===== src/epcal_pkg.sv =====
// ----------------------------------------------------------------------------
// epcal_pkg: shared types and constants for the epoch-to-calendar converter
// Microcode word layout, step and opcode codes, time constants, month table.
// ----------------------------------------------------------------------------
package epcal_pkg;

  // time-of-day constants; one day of seconds fits in 17 bits
  localparam int unsigned REM_W = 17;
  localparam logic [REM_W-1:0] SECS_PER_DAY  = 17'd86400;
  localparam logic [REM_W-1:0] SECS_PER_HOUR = 17'd3600;
  localparam logic [REM_W-1:0] SECS_PER_MIN  = 17'd60;

  // seconds per year and per month, for stepping whole units off the count
  localparam int unsigned YSECS_W = 25;
  localparam logic [YSECS_W-1:0] SECS_PER_COMMON_YEAR = 25'd31536000;
  localparam logic [YSECS_W-1:0] SECS_PER_LEAP_YEAR   = 25'd31622400;
  localparam int unsigned MSECS_W = 22;

  // calendar constants
  localparam int unsigned BASE_YEAR     = 1970;
  localparam logic [6:0]  BASE_MOD100   = 7'd70;   // 1970 mod 100
  localparam logic [8:0]  BASE_MOD400   = 9'd370;  // 1970 mod 400
  localparam logic [2:0]  EPOCH_WEEKDAY = 3'd4;    // epoch day was a Thursday
  localparam logic [8:0]  DAYS_LEAP     = 9'd366;
  localparam logic [8:0]  DAYS_COMMON   = 9'd365;
  localparam logic [3:0]  LAST_MONTH    = 4'd12;

  // result packing: 12+4+5+5+6+6+3+9 = 50 bits, padded to 56
  localparam int unsigned OUT_TDATA_W = 56;

  // sequencer step addresses
  localparam int unsigned STEP_W = 3;
  localparam logic [STEP_W-1:0] STEP_YEAR  = 3'd0;
  localparam logic [STEP_W-1:0] STEP_MONTH = 3'd1;
  localparam logic [STEP_W-1:0] STEP_DAY   = 3'd2;
  localparam logic [STEP_W-1:0] STEP_HOUR  = 3'd3;
  localparam logic [STEP_W-1:0] STEP_MIN   = 3'd4;
  localparam logic [STEP_W-1:0] STEP_DONE  = 3'd5;

  // datapath operations
  localparam logic [2:0] OP_YEAR  = 3'd0;  // take one year off the count
  localparam logic [2:0] OP_MONTH = 3'd1;  // take one month off the count
  localparam logic [2:0] OP_DAY   = 3'd2;  // take one day off the count
  localparam logic [2:0] OP_HOUR  = 3'd3;  // take one hour off the count
  localparam logic [2:0] OP_MIN   = 3'd4;  // take one minute off the count
  localparam logic [2:0] OP_DONE  = 3'd5;  // hand the result to the output stage

  // jump conditions
  localparam logic [1:0] COND_ALWAYS = 2'd0;
  localparam logic [1:0] COND_STOP   = 2'd2;  // loop compare says value is below
  localparam logic [1:0] COND_SLOT   = 2'd3;  // output register free

  typedef struct packed {
    logic [2:0]        op;
    logic [1:0]        cond;
    logic [STEP_W-1:0] target;
  } ucw_t;

  // control store: jump to target when cond holds, else repeat the step
  function automatic ucw_t ucode(input logic [STEP_W-1:0] step);
    ucw_t w;
    case (step)
      STEP_YEAR:  w = '{op: OP_YEAR,  cond: COND_STOP,   target: STEP_MONTH};
      STEP_MONTH: w = '{op: OP_MONTH, cond: COND_STOP,   target: STEP_DAY};
      STEP_DAY:   w = '{op: OP_DAY,   cond: COND_STOP,   target: STEP_HOUR};
      STEP_HOUR:  w = '{op: OP_HOUR,  cond: COND_STOP,   target: STEP_MIN};
      STEP_MIN:   w = '{op: OP_MIN,   cond: COND_STOP,   target: STEP_DONE};
      STEP_DONE:  w = '{op: OP_DONE,  cond: COND_SLOT,   target: STEP_YEAR};
      default:    w = '{op: OP_DONE,  cond: COND_SLOT,   target: STEP_YEAR};
    endcase
    return w;
  endfunction

  function automatic logic [4:0] month_days(input logic [3:0] month, input logic leap);
    logic [4:0] n;
    case (month)
      4'd2:                      n = leap ? 5'd29 : 5'd28;
      4'd4, 4'd6, 4'd9, 4'd11:   n = 5'd30;
      default:                   n = 5'd31;
    endcase
    return n;
  endfunction

  // seconds in a month of the given length
  function automatic logic [MSECS_W-1:0] month_secs(input logic [4:0] ndays);
    logic [MSECS_W-1:0] s;
    case (ndays)
      5'd28:   s = 22'd2419200;
      5'd29:   s = 22'd2505600;
      5'd30:   s = 22'd2592000;
      default: s = 22'd2678400;
    endcase
    return s;
  endfunction

endpackage


===== src/epoch_seconds_to_calendar.sv =====
// Conversion time grows with the years, months, days, hours and minutes stepped off,
//   and the result waits while the output register stays full.
// Throughput: one item at a time; the next input is taken the cycle after the result
//   enters the output register, set by the single shared subtract datapath.
// Reset: synchronous, active low; clears sequencer busy flag, step and output valid.
// ----------------------------------------------------------------------------
// epoch_seconds_to_calendar: seconds since 1970-01-01 to Gregorian fields
// Microcoded sequencer driving one subtract/compare datapath.
// ----------------------------------------------------------------------------
module epoch_seconds_to_calendar #(
  parameter int unsigned SECONDS_WIDTH = 32
) (
  input  logic clk,
  input  logic rst_n,
  // in_tdata: [SECONDS_WIDTH-1:0] epoch_seconds, rest zero padding
  input  logic [((SECONDS_WIDTH+7)/8)*8-1:0] in_tdata,
  input  logic                               in_tvalid,
  output logic                               in_tready,
  // out_tdata: [11:0] year_number, [15:12] month_number, [20:16] day_of_month,
  //   [25:21] hour_of_day, [31:26] minute_of_hour, [37:32] second_of_minute,
  //   [40:38] day_of_week, [49:41] day_of_year, [55:50] zero
  output logic [epcal_pkg::OUT_TDATA_W-1:0] out_tdata,
  output logic                              out_tvalid,
  input  logic                              out_tready
);
  import epcal_pkg::*;

  localparam int unsigned SW = SECONDS_WIDTH;
  // A year is more than 2^24 seconds, so years past the epoch stay below
  // 2^(SW-24); the year register holds 1970 plus that.
  localparam int unsigned YW = (SW - 23 > 12) ? SW - 23 : 12;

  // ---------------------------------------------------------------------------
  // Registers
  // ---------------------------------------------------------------------------
  logic                    busy_r;
  logic [STEP_W-1:0]       pc_r;
  logic                    out_tvalid_r;
  logic [OUT_TDATA_W-1:0]  out_tdata_r;

  // acc_r holds the second count, worn down by the year, month, day, hour and
  // minute loops; what is left at the end is the second of the minute.
  logic [SW-1:0]           acc_r;
  logic [2:0]              wday_r;    // weekday, counted on from the epoch day
  logic [YW-1:0]           year_r;
  logic [6:0]              y100_r;    // year mod 100 (low 2 bits give mod 4)
  logic [8:0]              y400_r;    // year mod 400
  logic [3:0]              month_r;
  logic [4:0]              mday_r;    // zero-based day of month
  logic [8:0]              yday_r;    // zero-based day of year
  logic [4:0]              hour_r;
  logic [5:0]              min_r;

  // ---------------------------------------------------------------------------
  // Decode and datapath
  // ---------------------------------------------------------------------------
  ucw_t               ucw;
  logic               in_xfer;
  logic               slot_free;
  logic               leap;
  logic [YSECS_W-1:0] ysecs;
  logic [4:0]         mlen;
  logic [MSECS_W-1:0] msecs;
  logic [1:0]         wstep;
  logic [3:0]         wplus;
  logic [2:0]         wday_add;
  logic               stop;
  logic               take;

  assign ucw       = ucode(pc_r);
  assign in_tready = !busy_r;
  assign in_xfer   = in_tvalid && in_tready;
  assign slot_free = !out_tvalid_r || out_tready;

  assign leap  = (y400_r == 9'd0) || ((y100_r != 7'd0) && (y100_r[1:0] == 2'd0));
  assign ysecs = leap ? SECS_PER_LEAP_YEAR : SECS_PER_COMMON_YEAR;
  assign mlen  = month_days(month_r, leap);
  assign msecs = month_secs(mlen);

  // weekday advance: 365 and 366 days are 1 and 2 mod 7; month lengths
  // 28..31 are 0..3 mod 7, which is just the low two bits
  always_comb begin
    case (ucw.op)
      OP_YEAR:  wstep = leap ? 2'd2 : 2'd1;
      OP_MONTH: wstep = mlen[1:0];
      default:  wstep = 2'd1;
    endcase
  end

  assign wplus    = {1'b0, wday_r} + {2'b0, wstep};
  assign wday_add = (wplus >= 4'd7) ? 3'(wplus - 4'd7) : wplus[2:0];

  always_comb begin
    case (ucw.op)
      OP_YEAR:  stop = acc_r < SW'(ysecs);
      OP_MONTH: stop = (acc_r < SW'(msecs)) || (month_r >= LAST_MONTH);
      OP_DAY:   stop = acc_r < SW'(SECS_PER_DAY);
      OP_HOUR:  stop = acc_r < SW'(SECS_PER_HOUR);
      OP_MIN:   stop = acc_r < SW'(SECS_PER_MIN);
      default:  stop = 1'b0;
    endcase
  end

  always_comb begin
    case (ucw.cond)
      COND_ALWAYS: take = 1'b1;
      COND_STOP:   take = stop;
      COND_SLOT:   take = slot_free;
      default:     take = 1'b0;
    endcase
  end

  // ---------------------------------------------------------------------------
  // Sequencer control
  // ---------------------------------------------------------------------------
  always_ff @(posedge clk) begin
    if (!rst_n) begin
      busy_r       <= 1'b0;
      pc_r         <= STEP_YEAR;
      out_tvalid_r <= 1'b0;
    end else begin
      if (in_xfer) begin
        busy_r <= 1'b1;
        pc_r   <= STEP_YEAR;
      end else if (busy_r && take) begin
        pc_r <= ucw.target;
        if (ucw.op == OP_DONE) begin
          busy_r <= 1'b0;
        end
      end
      if (busy_r && ucw.op == OP_DONE && slot_free) begin
        out_tvalid_r <= 1'b1;
      end else if (out_tready) begin
        out_tvalid_r <= 1'b0;
      end
    end
  end

  // ---------------------------------------------------------------------------
  // Datapath registers (no reset needed)
  // ---------------------------------------------------------------------------
  always_ff @(posedge clk) begin
    if (in_xfer) begin
      acc_r   <= in_tdata[SW-1:0];
      wday_r  <= EPOCH_WEEKDAY;
      year_r  <= YW'(BASE_YEAR);
      y100_r  <= BASE_MOD100;
      y400_r  <= BASE_MOD400;
      month_r <= 4'd1;
      mday_r  <= '0;
      yday_r  <= '0;
      hour_r  <= '0;
      min_r   <= '0;
    end else if (busy_r) begin
      case (ucw.op)
        OP_YEAR: begin
          if (!stop) begin
            acc_r  <= acc_r - SW'(ysecs);
            year_r <= year_r + 1'b1;
            y100_r <= (y100_r == 7'd99) ? 7'd0 : y100_r + 1'b1;
            y400_r <= (y400_r == 9'd399) ? 9'd0 : y400_r + 1'b1;
            wday_r <= wday_add;
          end
        end
        OP_MONTH: begin
          if (!stop) begin
            acc_r   <= acc_r - SW'(msecs);
            month_r <= month_r + 1'b1;
            yday_r  <= yday_r + {4'd0, mlen};
            wday_r  <= wday_add;
          end
        end
        OP_DAY: begin
          if (!stop) begin
            acc_r  <= acc_r - SW'(SECS_PER_DAY);
            mday_r <= mday_r + 1'b1;
            yday_r <= yday_r + 1'b1;
            wday_r <= wday_add;
          end
        end
        OP_HOUR: begin
          if (!stop) begin
            acc_r  <= acc_r - SW'(SECS_PER_HOUR);
            hour_r <= hour_r + 1'b1;
          end
        end
        OP_MIN: begin
          if (!stop) begin
            acc_r <= acc_r - SW'(SECS_PER_MIN);
            min_r <= min_r + 1'b1;
          end
        end
        OP_DONE: begin
          if (slot_free) begin
            out_tdata_r <= {6'd0,
                            9'(yday_r + 1'b1),
                            wday_r,
                            acc_r[5:0],
                            min_r,
                            hour_r,
                            5'(mday_r + 1'b1),
                            month_r,
                            year_r[11:0]};
          end
        end
        default: begin
        end
      endcase
    end
  end

  assign out_tdata  = out_tdata_r;
  assign out_tvalid = out_tvalid_r;

  // ---------------------------------------------------------------------------
  // Assertions
  // ---------------------------------------------------------------------------
  a_start: assert property (@(posedge clk) disable iff (!rst_n)
    in_xfer |=> busy_r && pc_r == STEP_YEAR)
    else $error("conversion did not start at the year step");

  a_month: assert property (@(posedge clk) disable iff (!rst_n)
    busy_r && pc_r == STEP_MONTH |-> month_r >= 4'd1 && month_r <= LAST_MONTH)
    else $error("month counter out of range");

  a_wday: assert property (@(posedge clk) disable iff (!rst_n)
    busy_r |-> wday_r < 3'd7)
    else $error("weekday out of range");

  a_min: assert property (@(posedge clk) disable iff (!rst_n)
    busy_r && pc_r == STEP_MIN |-> acc_r < SW'(SECS_PER_HOUR))
    else $error("hour loop left more than an hour");

  a_done: assert property (@(posedge clk) disable iff (!rst_n)
    busy_r && pc_r == STEP_DONE && slot_free |=> out_tvalid && !busy_r)
    else $error("finished result not posted");

endmodule


===== config.mk =====
export PLATFORM = sky130hd
export DESIGN_NAME = epoch_seconds_to_calendar
export DESIGN_NICKNAME = d
export VERILOG_FILES = /design/src/epcal_pkg.sv /design/src/epoch_seconds_to_calendar.sv
export SDC_FILE = /design/constraint.sdc
export NUM_CORES = 1
export LEC_CHECK = 0
export ABC_CLOCK_PERIOD_IN_PS = 6500
export BUFFER_PORTS_ARGS = -buffer_cell sky130_fd_sc_hd__buf_2
export CORE_ASPECT_RATIO = 1.2
export CORE_MARGIN = 5
export CORE_UTILIZATION = 40
export CTS_BUF_LIST = sky130_fd_sc_hd__clkbuf_8
export DETAILED_ROUTE_END_ITERATION = 6
export PLACE_DENSITY = 0.66
export REMOVE_ABC_BUFFERS = 1
export SLEW_MARGIN = 20
export SYNTH_ARGS = -nofsm -noshare
export SYNTH_HDL_FRONTEND = slang
export SYNTH_SLANG_ARGS = --single-unit

===== constraint.sdc =====
create_clock -name clk -period 6.5 [get_ports clk]
set_clock_uncertainty 0.15 [all_clocks]
set_input_delay 1.95 -clock clk [delete_from_list [all_inputs] [get_ports clk]]
set_output_delay 1.95 -clock clk [all_outputs]
set_load 0.05 [all_outputs]

==> impl_metrics.py, run 1 <==
metrics = {
    "clock_tree": {
        "cts_made_buffers": 17,
        "cts.reportedPaths.clkPinSlew_ns": 0.10,
        "cts_post_setup_buffers_inserted": 0,
        "cts-resized-gates": 0,
        "cts_buffer_depth": 2,
        "clk_latency_ns": 0.47,
        "htree_levels": 4,
        "tritoncts": "built",
        "numClockSinks": 147,
        "ctsHoldBuffers": 0,
        "cts_root_buffer": "clkbuf_8",
    },
    "final_layout": {
        "final_common_cell": "nand2_1",
        "final_cell_mix": "nand2_1 (116), nor2_1 (114), buf_2 (87), edfxtp_1 (82), o21ai_0 (81)",
        "antenna_cells": 0,
        "final_util_pct": 44.5,
        "syn2layout_area_growth_pct": 10.4,
        "layout.nets": 1326,
        "drive_gt1_share_pct": 13.6,
        "nFillCells": 2476,
    },
    "global_routing": {
        "grt-ovfl-total": 0,
        "grt_usage_pct": 21.1,
        "grt_start_max_net_pins": 52,
        "grt_pass1_vias": 9282,
        "antenna_found_initial": 0,
        "grt_pass1_wl_um": 49000,
    },
    "timing": {
        "slew_violations": 0,
        "rsz0062_at_grt": "no",
        "min_period_over_period_pct": 83.7,
        "tns_ns": 0,
        "fmax_ghz": 0.184,
        "post-route-min-period_ns": 5.44,
        "worst_pin_slew_ns": 0.980,
        "finalHoldViolations": 0,
        "maxSlewHeadroom_pct": 33.0,
        "finalSetupViolCount": 0,
    },
    "synth": {
        "synth_cell_types": 85,
        "synth_seq_cells": 147,
        "synthCells": 1190,
        "synthArstFlopShare_pct": 0,
        "synth_seq_area_share_pct": 36.8,
        "synthFlopType": "edfxtp_1",
        "synth_area_per_cell_um2": 8.59,
        "ys_warn_count": 0,
        "netlist_area_um2": 10200,
        "synth_edf_count": 82,
    },
    "run_status": {
        "status": "finished clean",
    },
    "floorplanning": {
        "initial_utilization_pct": 40.3,
        "rows": 64,
        "die_w_um": 156,
        "pin_count": 94,
        "die_area_um2": 28900,
        "core_area_um2": 25400,
        "die_h_um": 185,
    },
    "routing": {
        "final_antenna_net_count": 0,
        "wl_um": 30600,
        "drt_iter0_drc": 857,
        "remaining_drc_errors": 0,
        "first_pass_iters": 6,
        "num_vias": 9615,
        "route.detailed.vias_per_inst": 6.08,
        "wl_per_cell_um": 19.3,
    },
    "critical_path": {
        "path_max_fanout": 29,
        "arrival_ns": 5.45,
        "cp.required_ns": 6.51,
        "cp-end-kind": "register",
        "setup.worst_path.start_class": "register",
        "criticalPathCategory": "reg -> reg",
    },
    "placed_design": {
        "port_buffers": 87,
        "dp_hpwl_um": 22100,
        "gp_congestion": 0.976,
    },
    "pwr": {
        "switching_share_pct": 41.0,
        "ir_worst_vdd_v": 0.000130,
        "comb_power_share_pct": 37.2,
        "clockPowerShare_pct": 22.6,
        "power_w": 0.00316,
        "powerDensity_nw_per_um2": 280,
        "seqPwrFrac_pct": 40.2,
        "power.leakage_nw": 4.17,
        "p_switching_w": 0.00130,
        "internal-power_w": 0.00187,
    },
    "job": {
        "maxCapViolCount": 0,
    },
    "hold_path": {
        "min_path_type": "reg -> reg",
    },
}
-- registers in the layout, summed over array words and instances (netlist names) --
name,count
out_tvalid,1
yday_r,9
out_tdata,50
busy_r,1
year_r,12
pc_r,3
acc_r,32
mday_r,5
hour_r,5
wday_r,3
month_r,4
min_r,6
y400_r,9
y100_r,7
-- path summary, 6_finish.rpt --
kind | slack (ns) | cells past startpoint | to | from
worst max-delay path | 1.06 | 18 | acc_r[13]$_DFFE_PP_ | y100_r[2]$_SDFFE_PP1P_
worst min-delay path | 0.28 | 0 | out_tdata[33]$_DFFE_PP_ | acc_r[1]$_DFFE_PP_
worst max register to register | 1.06 | 18 | acc_r[13]$_DFFE_PP_ | y100_r[2]$_SDFFE_PP1P_
worst min register to register | 0.28 | 0 | out_tdata[33]$_DFFE_PP_ | acc_r[1]$_DFFE_PP_
-- cell families after synthesis --
logic type      share of synthesized area [%]
xor+xnor                                 6.69
compound gates                           22.1
flops                                    36.8
mux                                      1.47
buf+inv                                  4.79
simple gates                             21.6
other cells                            0.0367
fa+ha+maj                                6.47
-- layout make-up --
type / instances / area [um2] / share of cell area, %
Sequential cell: 147 / 3760 / 33.4
Timing Repair Buffer: 108 / 593 / 5.26
Clock buffer: 17 / 234 / 2.07
Clock inverter: 15 / 149 / 1.32
Inverter: 33 / 124 / 1.10
Multi-Input combinational cell: 932 / 6010 / 53.2
Tap cell: 330 / 413 / 3.66
-- critical path: stages, from the launching register on --
cell       delay (ns)
dfxtp_1          0.35
or3_1            0.39
o31ai_1          0.26
nand2_1          0.26
inv_1            0.23
nand2_1          0.07
nand2_1          0.06
o21ai_0          0.23
ha_1             0.40
inv_1            0.10
ha_1             0.39
nand4_1          0.15
nor4_1           0.29
o2111ai_1        0.32
nand3_1          0.20
buf_4            0.15
nand3_2          0.48
o21ai_2          0.35
buf_4            0.27
-- per-stage QoR --
stage               std cells  hold WS (ns)  setup WS [ns]  instance area (um2)
floorplan                1112         0.250          0.549                 9870
global placement         1550         0.252           1.31                10900
detailed placement       1550         0.258           1.11                10900
CTS                      1582         0.280           1.07                11300
global route             1582         0.296          0.608                11300
finish                   1582         0.276           1.06                11300
-- cell usage after synthesis (14+ instances only) --
| cell | number | area share, % |
|---|---|---|
| nand2_1 | 117 | 4.3 |
| nor2_1 | 114 | 4.2 |
| edfxtp_1 | 82 | 24 |
| o21ai_0 | 82 | 4.0 |
| a21oi_1 | 74 | 3.6 |
| dfxtp_1 | 65 | 13 |
| clkbuf_1 | 60 | 2.2 |
| nand3_1 | 54 | 2.6 |
| ha_1 | 48 | 5.9 |
| xnor2_1 | 42 | 3.6 |
| xor2_1 | 36 | 3.1 |
| inv_1 | 32 | 1.2 |
| nor3_1 | 32 | 1.6 |
| nor4_1 | 17 | 1.0 |
| a31oi_1 | 15 | 0.92 |
| mux2i_1 | 15 | 1.5 |
| or3_1 | 15 | 0.92 |
| a211oi_1 | 14 | 1.0 |
| nand4_1 | 14 | 0.86 |
-- power by group through the flow --
stage / clock, W / combinational (W) / sequential [W]
after CTS: 0.000734 / 0.00116 / 0.00126
after global placement: 0 / 0.00114 / 0.00129
after detailed placement: 0 / 0.00115 / 0.00129
after global routing: 0.000772 / 0.00130 / 0.00129
after floorplan: 0 / 0.000882 / 0.00122
final: 0.000715 / 0.00118 / 0.00127
-- metal layers --
metal  part of all wire, %  up-vias  routed length, um  track usage [%]
met5                     0        -                  0                0
met4                   4.3        0               1330             9.84
met3                   7.0      103               2150             3.72
met2                    47      436              14500             35.3
met1                    41     4541              12600             26.5
li1                      -     4535                  -                -
Power figures use the tool's default switching activity.
==> run 2, diff against run 1 <==
--- a/config.mk
+++ b/config.mk
@@ -5,7 +5,7 @@
 export SDC_FILE = /design/constraint.sdc
 export NUM_CORES = 1
 export LEC_CHECK = 0
-export ABC_CLOCK_PERIOD_IN_PS = 6500
+export ABC_CLOCK_PERIOD_IN_PS = 5180
 export BUFFER_PORTS_ARGS = -buffer_cell sky130_fd_sc_hd__buf_2
 export CORE_ASPECT_RATIO = 1.2
 export CORE_MARGIN = 5
==> constraint.sdc (replaced) <==
create_clock -name clk -period 5.18 [get_ports clk]
set_clock_uncertainty 0.15 [all_clocks]
set_input_delay 1.554 -clock clk [delete_from_list [all_inputs] [get_ports clk]]
set_output_delay 1.554 -clock clk [all_outputs]
set_load 0.05 [all_outputs]
==> run 2 against run 1 <==
Compared with the run above: worst setup slack worse by 0.70 ns; first-iteration DRC count is 15% higher; design area is 1.0% higher; fmax is 13% higher; sequential cell count stayed put; critical path type unchanged; worst hold slack better by 0.0034 ns.
==> impl_metrics.py, run 2 (synthesis gave the netlist of run 1 again) <==
metrics = {
    "run_status": {
        "status": "finished clean",
    },
    "critical_path": {
        "cp_cell_sequence": "or3_1, o31ai_1, nand2_1, inv_1, nand2_1, nand2_1, o21ai_0, ha_1, inv_1, fa_1, a21oi_1, o211ai_1, a221oi_1, o21bai_1, xor2_1, nor2_1, o41a_1",
        "cp-end-kind": "register",
        "r2r.worst_path.cells": 17,
        "crit_top_cell": "nand2_1",
        "cp_slowest_stage_delay_ns": 0.71,
        "rr_endpoint": "acc_r[25]$_DFFE_PP_",
        "path_max_fanout": 6,
        "reg2reg_from": "y100_r[2]$_SDFFE_PP1P_",
        "reg2reg_setup_slack_ns": 0.36,
        "cp.required_ns": 5.26,
        "arrival_ns": 4.90,
        "cpMaxStageDelayCell": "a221oi_1",
        "setup.worst_path.start_class": "register",
        "criticalPathCategory": "reg -> reg",
    },
    "floorplanning": {
        "die_area_um2": 28900,
        "pin_count": 94,
        "core_area_um2": 25400,
        "die_h_um": 185,
        "initial_utilization_pct": 40.3,
        "die_w_um": 156,
        "rows": 64,
    },
    "clock_tree": {
        "htree_levels": 4,
        "cts.reportedPaths.clkPinSlew_ns": 0.10,
        "numClockSinks": 147,
        "cts_post_setup_buffers_inserted": 0,
        "cts_buffer_depth": 2,
        "cts_root_buffer": "clkbuf_8",
        "tritoncts": "built",
        "cts_made_buffers": 17,
        "clk_latency_ns": 0.47,
    },
    "pwr": {
        "power.leakage_nw": 4.23,
        "ir_worst_vdd_v": 0.000150,
        "power_w": 0.00413,
        "powerDensity_nw_per_um2": 363,
    },
    "timing": {
        "worst_pin_slew_ns": 0.978,
        "finalHoldViolations": 0,
        "finalSetupViolCount": 0,
        "min_period_over_period_pct": 93.1,
        "post-route-min-period_ns": 4.82,
        "rsz0062_at_grt": "no",
        "maxSlewHeadroom_pct": 34.5,
        "fmax_ghz": 0.207,
        "slew_violations": 0,
        "hold_slack_ns": 0.279,
    },
    "global_routing": {
        "grt_start_max_net_pins": 52,
        "antenna_found_initial": 0,
        "grt_pass1_wl_um": 47700,
        "grt_pass1_vias": 8919,
        "grt-ovfl-total": 0,
        "grt_usage_pct": 20.6,
    },
    "final_layout": {
        "syn2layout_area_growth_pct": 11.6,
        "final_common_cell": "nand2_1",
        "layout.nets": 1330,
        "drive_gt1_share_pct": 13.9,
        "antenna_cells": 0,
        "largest_reg_flops": 50,
        "final_util_pct": 44.9,
        "final_cell_mix": "nand2_1 (116), nor2_1 (114), buf_2 (87), edfxtp_1 (82), o21ai_0 (81)",
        "nFillCells": 2475,
    },
    "routing": {
        "wl_per_cell_um": 19.5,
        "route.detailed.vias_per_inst": 6.08,
        "remaining_drc_errors": 0,
        "final_antenna_net_count": 0,
        "wl_um": 30900,
        "first_pass_iters": 7,
        "drt_iter0_drc": 984,
        "num_vias": 9638,
    },
    "hold_path": {
        "hold_path_end": "out_tdata[32]$_DFFE_PP_",
        "holdPathStages": 0,
        "min_path_type": "reg -> reg",
        "min_from": "acc_r[0]$_DFFE_PP_",
    },
    "placed_design": {
        "port_buffers": 87,
        "gp_congestion": 0.991,
        "dp_hpwl_um": 22200,
    },
    "job": {
        "maxCapViolCount": 0,
    },
}
==> run 2: area by class of cell <==
| class | instances | area, um2 | area share, % |
|---|---|---|---|
| tap | 330 | 413 | 3.62 |
| clock buffer | 17 | 234 | 2.05 |
| timing repair buffer | 112 | 623 | 5.47 |
| inverter | 33 | 124 | 1.09 |
| clock inverter | 15 | 240 | 2.11 |
| sequential | 147 | 3760 | 33.0 |
| multi-input combinational | 932 | 6000 | 52.7 |
==> run 2: stage by stage <==
| stage | TNS [ns] | std cells | area (um2) | setup WS, ns |
|---|---|---|---|---|
| floorplan | -19.28 | 1112 | 9870 | -0.771 |
| global route | 0 | 1586 | 11400 | 0.0240 |
| finish | 0 | 1586 | 11400 | 0.356 |
| global placement | 0 | 1554 | 10900 | 0.581 |
| detailed placement | 0 | 1554 | 10900 | 0.495 |
| CTS | 0 | 1586 | 11400 | 0.462 |
==> run 2: report_power, final <==
| group | switching, W | internal (W) | total, W | leakage, nW |
|---|---|---|---|---|
| sequential | 0.000234 | 0.00135 | 0.00158 | 1.28 |
| combinational | 0.000854 | 0.000608 | 0.00146 | 2.71 |
| clock | 0.000538 | 0.000552 | 0.00109 | 0.235 |
==> run 2: routing by layer <==
layer	track usage, %	up-vias	routed length (um)
li1	-	4546	-
met1	25.9	4579	12800
met2	35.5	405	14900
met3	2.73	108	1960
met4	9.14	0	1190
met5	0	-	0
==> run 2: critical path, delay by kind of cell, from the launching register on <==
| family | cells | cell delay (ns) |
|---|---|---|
| simple gates | 5 | 0.72 |
| fa+ha+maj | 2 | 0.80 |
| buf+inv | 2 | 0.33 |
| flops | 1 | 0.36 |
| compound gates | 7 | 2.05 |
| xor+xnor | 1 | 0.16 |
==> run 2: worst max-delay path by stage <==
stage | startpoint | end | slack [ns] | cells after the start
after floorplan | y100_r[2]$_SDFFE_PP1P_ | acc_r[10]$_DFFE_PP_ | -0.77 | 16
after global placement | y100_r[2]$_SDFFE_PP1P_ | wday_r[2]$_SDFFE_PP1P_ | 0.58 | 19
after detailed placement | y100_r[2]$_SDFFE_PP1P_ | wday_r[2]$_SDFFE_PP1P_ | 0.49 | 19
after CTS | y100_r[2]$_SDFFE_PP1P_ | wday_r[2]$_SDFFE_PP1P_ | 0.46 | 19
after global routing | y100_r[2]$_SDFFE_PP1P_ | wday_r[2]$_SDFFE_PP1P_ | 0.02 | 19
final | y100_r[2]$_SDFFE_PP1P_ | acc_r[25]$_DFFE_PP_ | 0.36 | 17
==> run 2: timing repair <==
| action | in CTS | in global routing |
|---|---|---|
| resized for setup | 0 | 1 |
| setup endpoints to repair | 0 | 1 |
| hold buffers | 0 | 0 |
==> run 3, diff against run 2 <==
--- a/config.mk
+++ b/config.mk
@@ -5,6 +5,7 @@
 export SDC_FILE = /design/constraint.sdc
 export NUM_CORES = 1
 export LEC_CHECK = 0
+export ABC_AREA = 1
 export ABC_CLOCK_PERIOD_IN_PS = 5180
 export BUFFER_PORTS_ARGS = -buffer_cell sky130_fd_sc_hd__buf_2
 export CORE_ASPECT_RATIO = 1.2
==> run 3 against run 2 <==
Compared with the run above: the flow now finishes with violations (design-rule violations); global-route usage is 2.4 points higher; sequential share of layout area is 2.9 points lower; sequential power up 5%; die area increased by 11%; critical path depth rose by 6; largest cell class unchanged; worst hold slack better by 0.0082 ns; power increased by 6.6%; fmax grew 6.0%.
==> impl_metrics.py, run 3 <==
metrics = {
    "run_status": {
        "status": "complete, but fails checks",
        "violations": "design-rule violations",
    },
    "clock_tree": {
        "ctsHoldBuffers": 0,
        "cts_post_setup_buffers_inserted": 0,
        "cts_root_buffer": "clkbuf_8",
        "clk_latency_ns": 0.48,
        "cts.reportedPaths.clkPinSlew_ns": 0.09,
        "cts_buffer_depth": 2,
        "tritoncts": "built",
        "numClockSinks": 147,
        "cts-resized-gates": 0,
        "cts_made_buffers": 17,
        "htree_levels": 4,
    },
    "final_layout": {
        "largest_reg_flops": 50,
        "final_common_cell": "nand2_1",
        "seqCellArea_um2": 3760,
        "drive_gt1_share_pct": 10.8,
        "nFillCells": 3021,
        "layout.nets": 1836,
        "syn2layout_area_growth_pct": 10.2,
        "post-route-cell-area_um2": 12500,
        "final_cell_mix": "nand2_1 (398), nand3_1 (209), nor2_1 (197), inv_1 (164), o21ai_0 (118)",
        "stdcell_count": 2141,
        "multi_input_area_um2": 6630,
        "antenna_cells": 0,
    },
    "synth": {
        "ys_top_cells_by_area": "edfxtp_1 (22%), nand2_1 (13%), dfxtp_1 (11%), nand3_1 (9.2%), nor2_1 (6.6%)",
        "synth_edf_count": 82,
        "synthCells": 1680,
        "synth_most_common_cell": "nand2_1",
        "synthArstFlopShare_pct": 0,
        "ys_warn_count": 0,
        "synth_seq_cells": 147,
        "ys_top_cells_by_count": "nand2_1 (398), nand3_1 (209), nor2_1 (199)",
        "synthFlopType": "edfxtp_1",
        "netlist_area_um2": 11400,
        "synth_top_cell_area_share_pct": 21.7,
        "synth_cell_types": 56,
        "synth_area_per_cell_um2": 6.76,
        "synth_seq_area_share_pct": 33.1,
        "yosysTopAreaCell": "edfxtp_1",
    },
    "floorplanning": {
        "die_w_um": 164,
        "pin_count": 94,
        "core_area_um2": 28000,
        "die_h_um": 195,
        "die_area_um2": 31900,
        "initial_utilization_pct": 40.6,
        "rows": 67,
    },
    "hold_path": {
        "holdPathStages": 0,
        "min_path_type": "reg -> reg",
    },
    "placed_design": {
        "placedCellCount": 2109,
        "placed_area_um2": 12100,
        "dp_hpwl_um": 28000,
        "port_buffers": 87,
        "gp_congestion": 1.02,
    },
    "critical_path": {
        "setup.worst_path.start_class": "register",
        "criticalPathCategory": "reg -> reg",
        "cp-end-kind": "register",
        "r2r.worst_path.cells": 23,
        "cp.required_ns": 5.43,
        "path_max_fanout": 12,
        "arrival_ns": 4.80,
    },
    "timing": {
        "rsz0062_at_grt": "no",
        "worst_pin_slew_ns": 1.08,
        "slew_violations": 0,
        "maxSlewHeadroom_pct": 27.9,
        "finalHoldViolations": 0,
        "finalSetupViolCount": 0,
        "min_period_over_period_pct": 87.8,
        "post-route-min-period_ns": 4.55,
        "fmax_ghz": 0.220,
    },
    "global_routing": {
        "grt_pass1_wl_um": 58300,
        "grt_usage_pct": 23.1,
        "grt_pass1_vias": 10800,
        "antenna_found_initial": 0,
        "grt-ovfl-total": 0,
        "grt_start_max_net_pins": 58,
    },
    "routing": {
        "drt_iter0_drc": 1078,
        "wl_per_cell_um": 17.5,
        "num_vias": 11700,
        "final_antenna_net_count": 0,
        "wl_um": 37400,
        "route.detailed.vias_per_inst": 5.46,
        "remaining_drc_errors": 4,
        "first_pass_iters": 7,
    },
    "pwr": {
        "power.leakage_nw": 5.51,
        "power_w": 0.00441,
        "ir_worst_vdd_v": 0.000204,
        "powerDensity_nw_per_um2": 352,
    },
    "job": {
        "maxCapViolCount": 0,
    },
}
==> run 3: changes by cell type after synthesis, sizes merged, moves of 14 or more <==
cell and delta:
a21oi +25, clkbuf -29, inv +146, mux2i -14, nand2 +286, nand3 +154
nand4 +15, nor2 +97, o21ai +37, or3 -15, xnor2 -28
==> run 3: kinds of logic after synthesis <==
group	after synthesis	share of synthesized area, %
xor+xnor	51	3.93
fa+ha+maj	51	5.81
other cells	1	0.0330
mux	2	0.187
flops	147	33.1
buf+inv	243	8.84
compound gates	268	12.8
simple gates	917	35.3
==> run 3: cell type report <==
cell class | count | share of cell area [%]
well taps | 379 | 3.79
multi-input cells | 1295 | 53.0
flip-flops and latches | 147 | 30.1
repair buffers | 107 | 4.78
inverters | 181 | 5.43
clock inverters | 15 | 1.12
clock buffers | 17 | 1.87
==> run 3: through the flow <==
stage | hold slack (ns) | util, % | TNS (ns) | worst slack, ns
after floorplan | 0.250 | - | -30.51 | -1.17
after global placement | 0.253 | 43.4 | 0 | 0.838
after detailed placement | 0.273 | 43.4 | 0 | 0.636
after CTS | 0.294 | 44.7 | 0 | 0.644
after global routing | 0.303 | 44.7 | 0 | 0.129
final | 0.287 | 44.7 | 0 | 0.629
==> run 3: critical path, stage by stage, from the launching register on <==
cell and delay [ns]:
dfxtp_1 0.37, inv_1 0.14, ha_1 0.19, nand3_1 0.31, inv_1 0.24, nand2_1 0.08
nand2_1 0.11, inv_1 0.14, ha_1 0.33, inv_1 0.10, ha_1 0.41, nand2_1 0.11
nor2_1 0.13, inv_1 0.09, nor3_2 0.14, nand2_1 0.16, nand2_1 0.09, nand2_1 0.06
nand2_2 0.07, nand3_4 0.15, nor3_4 0.50, buf_4 0.25, nor2_1 0.04, nor2_1 0.11
==> run 3: per-layer routing <==
layer	share of wire (%)	GRT usage [%]
met5	0	0
met2	46	37.8
met4	5.6	12.6
met1	41	29.1
met3	6.7	3.28
==> run 3: path summary, 6_finish.rpt <==
kind	from	end	slack, ns
max	month_r[0]$_SDFFE_PP1P_	year_r[0]$_SDFFE_PP0P_	0.63
min	acc_r[0]$_DFFE_PP_	out_tdata[32]$_DFFE_PP_	0.29
max reg2reg	month_r[0]$_SDFFE_PP1P_	year_r[0]$_SDFFE_PP0P_	0.63
min reg2reg	acc_r[0]$_DFFE_PP_	out_tdata[32]$_DFFE_PP_	0.29
==> run 3: power by group <==
group / leakage, nW / switching (W) / internal [W]
clock: 0.182 / 0.000525 / 0.000353
combinational: 4.03 / 0.00127 / 0.000597
sequential: 1.30 / 0.000291 / 0.00137
total: 5.51 / 0.00209 / 0.00232
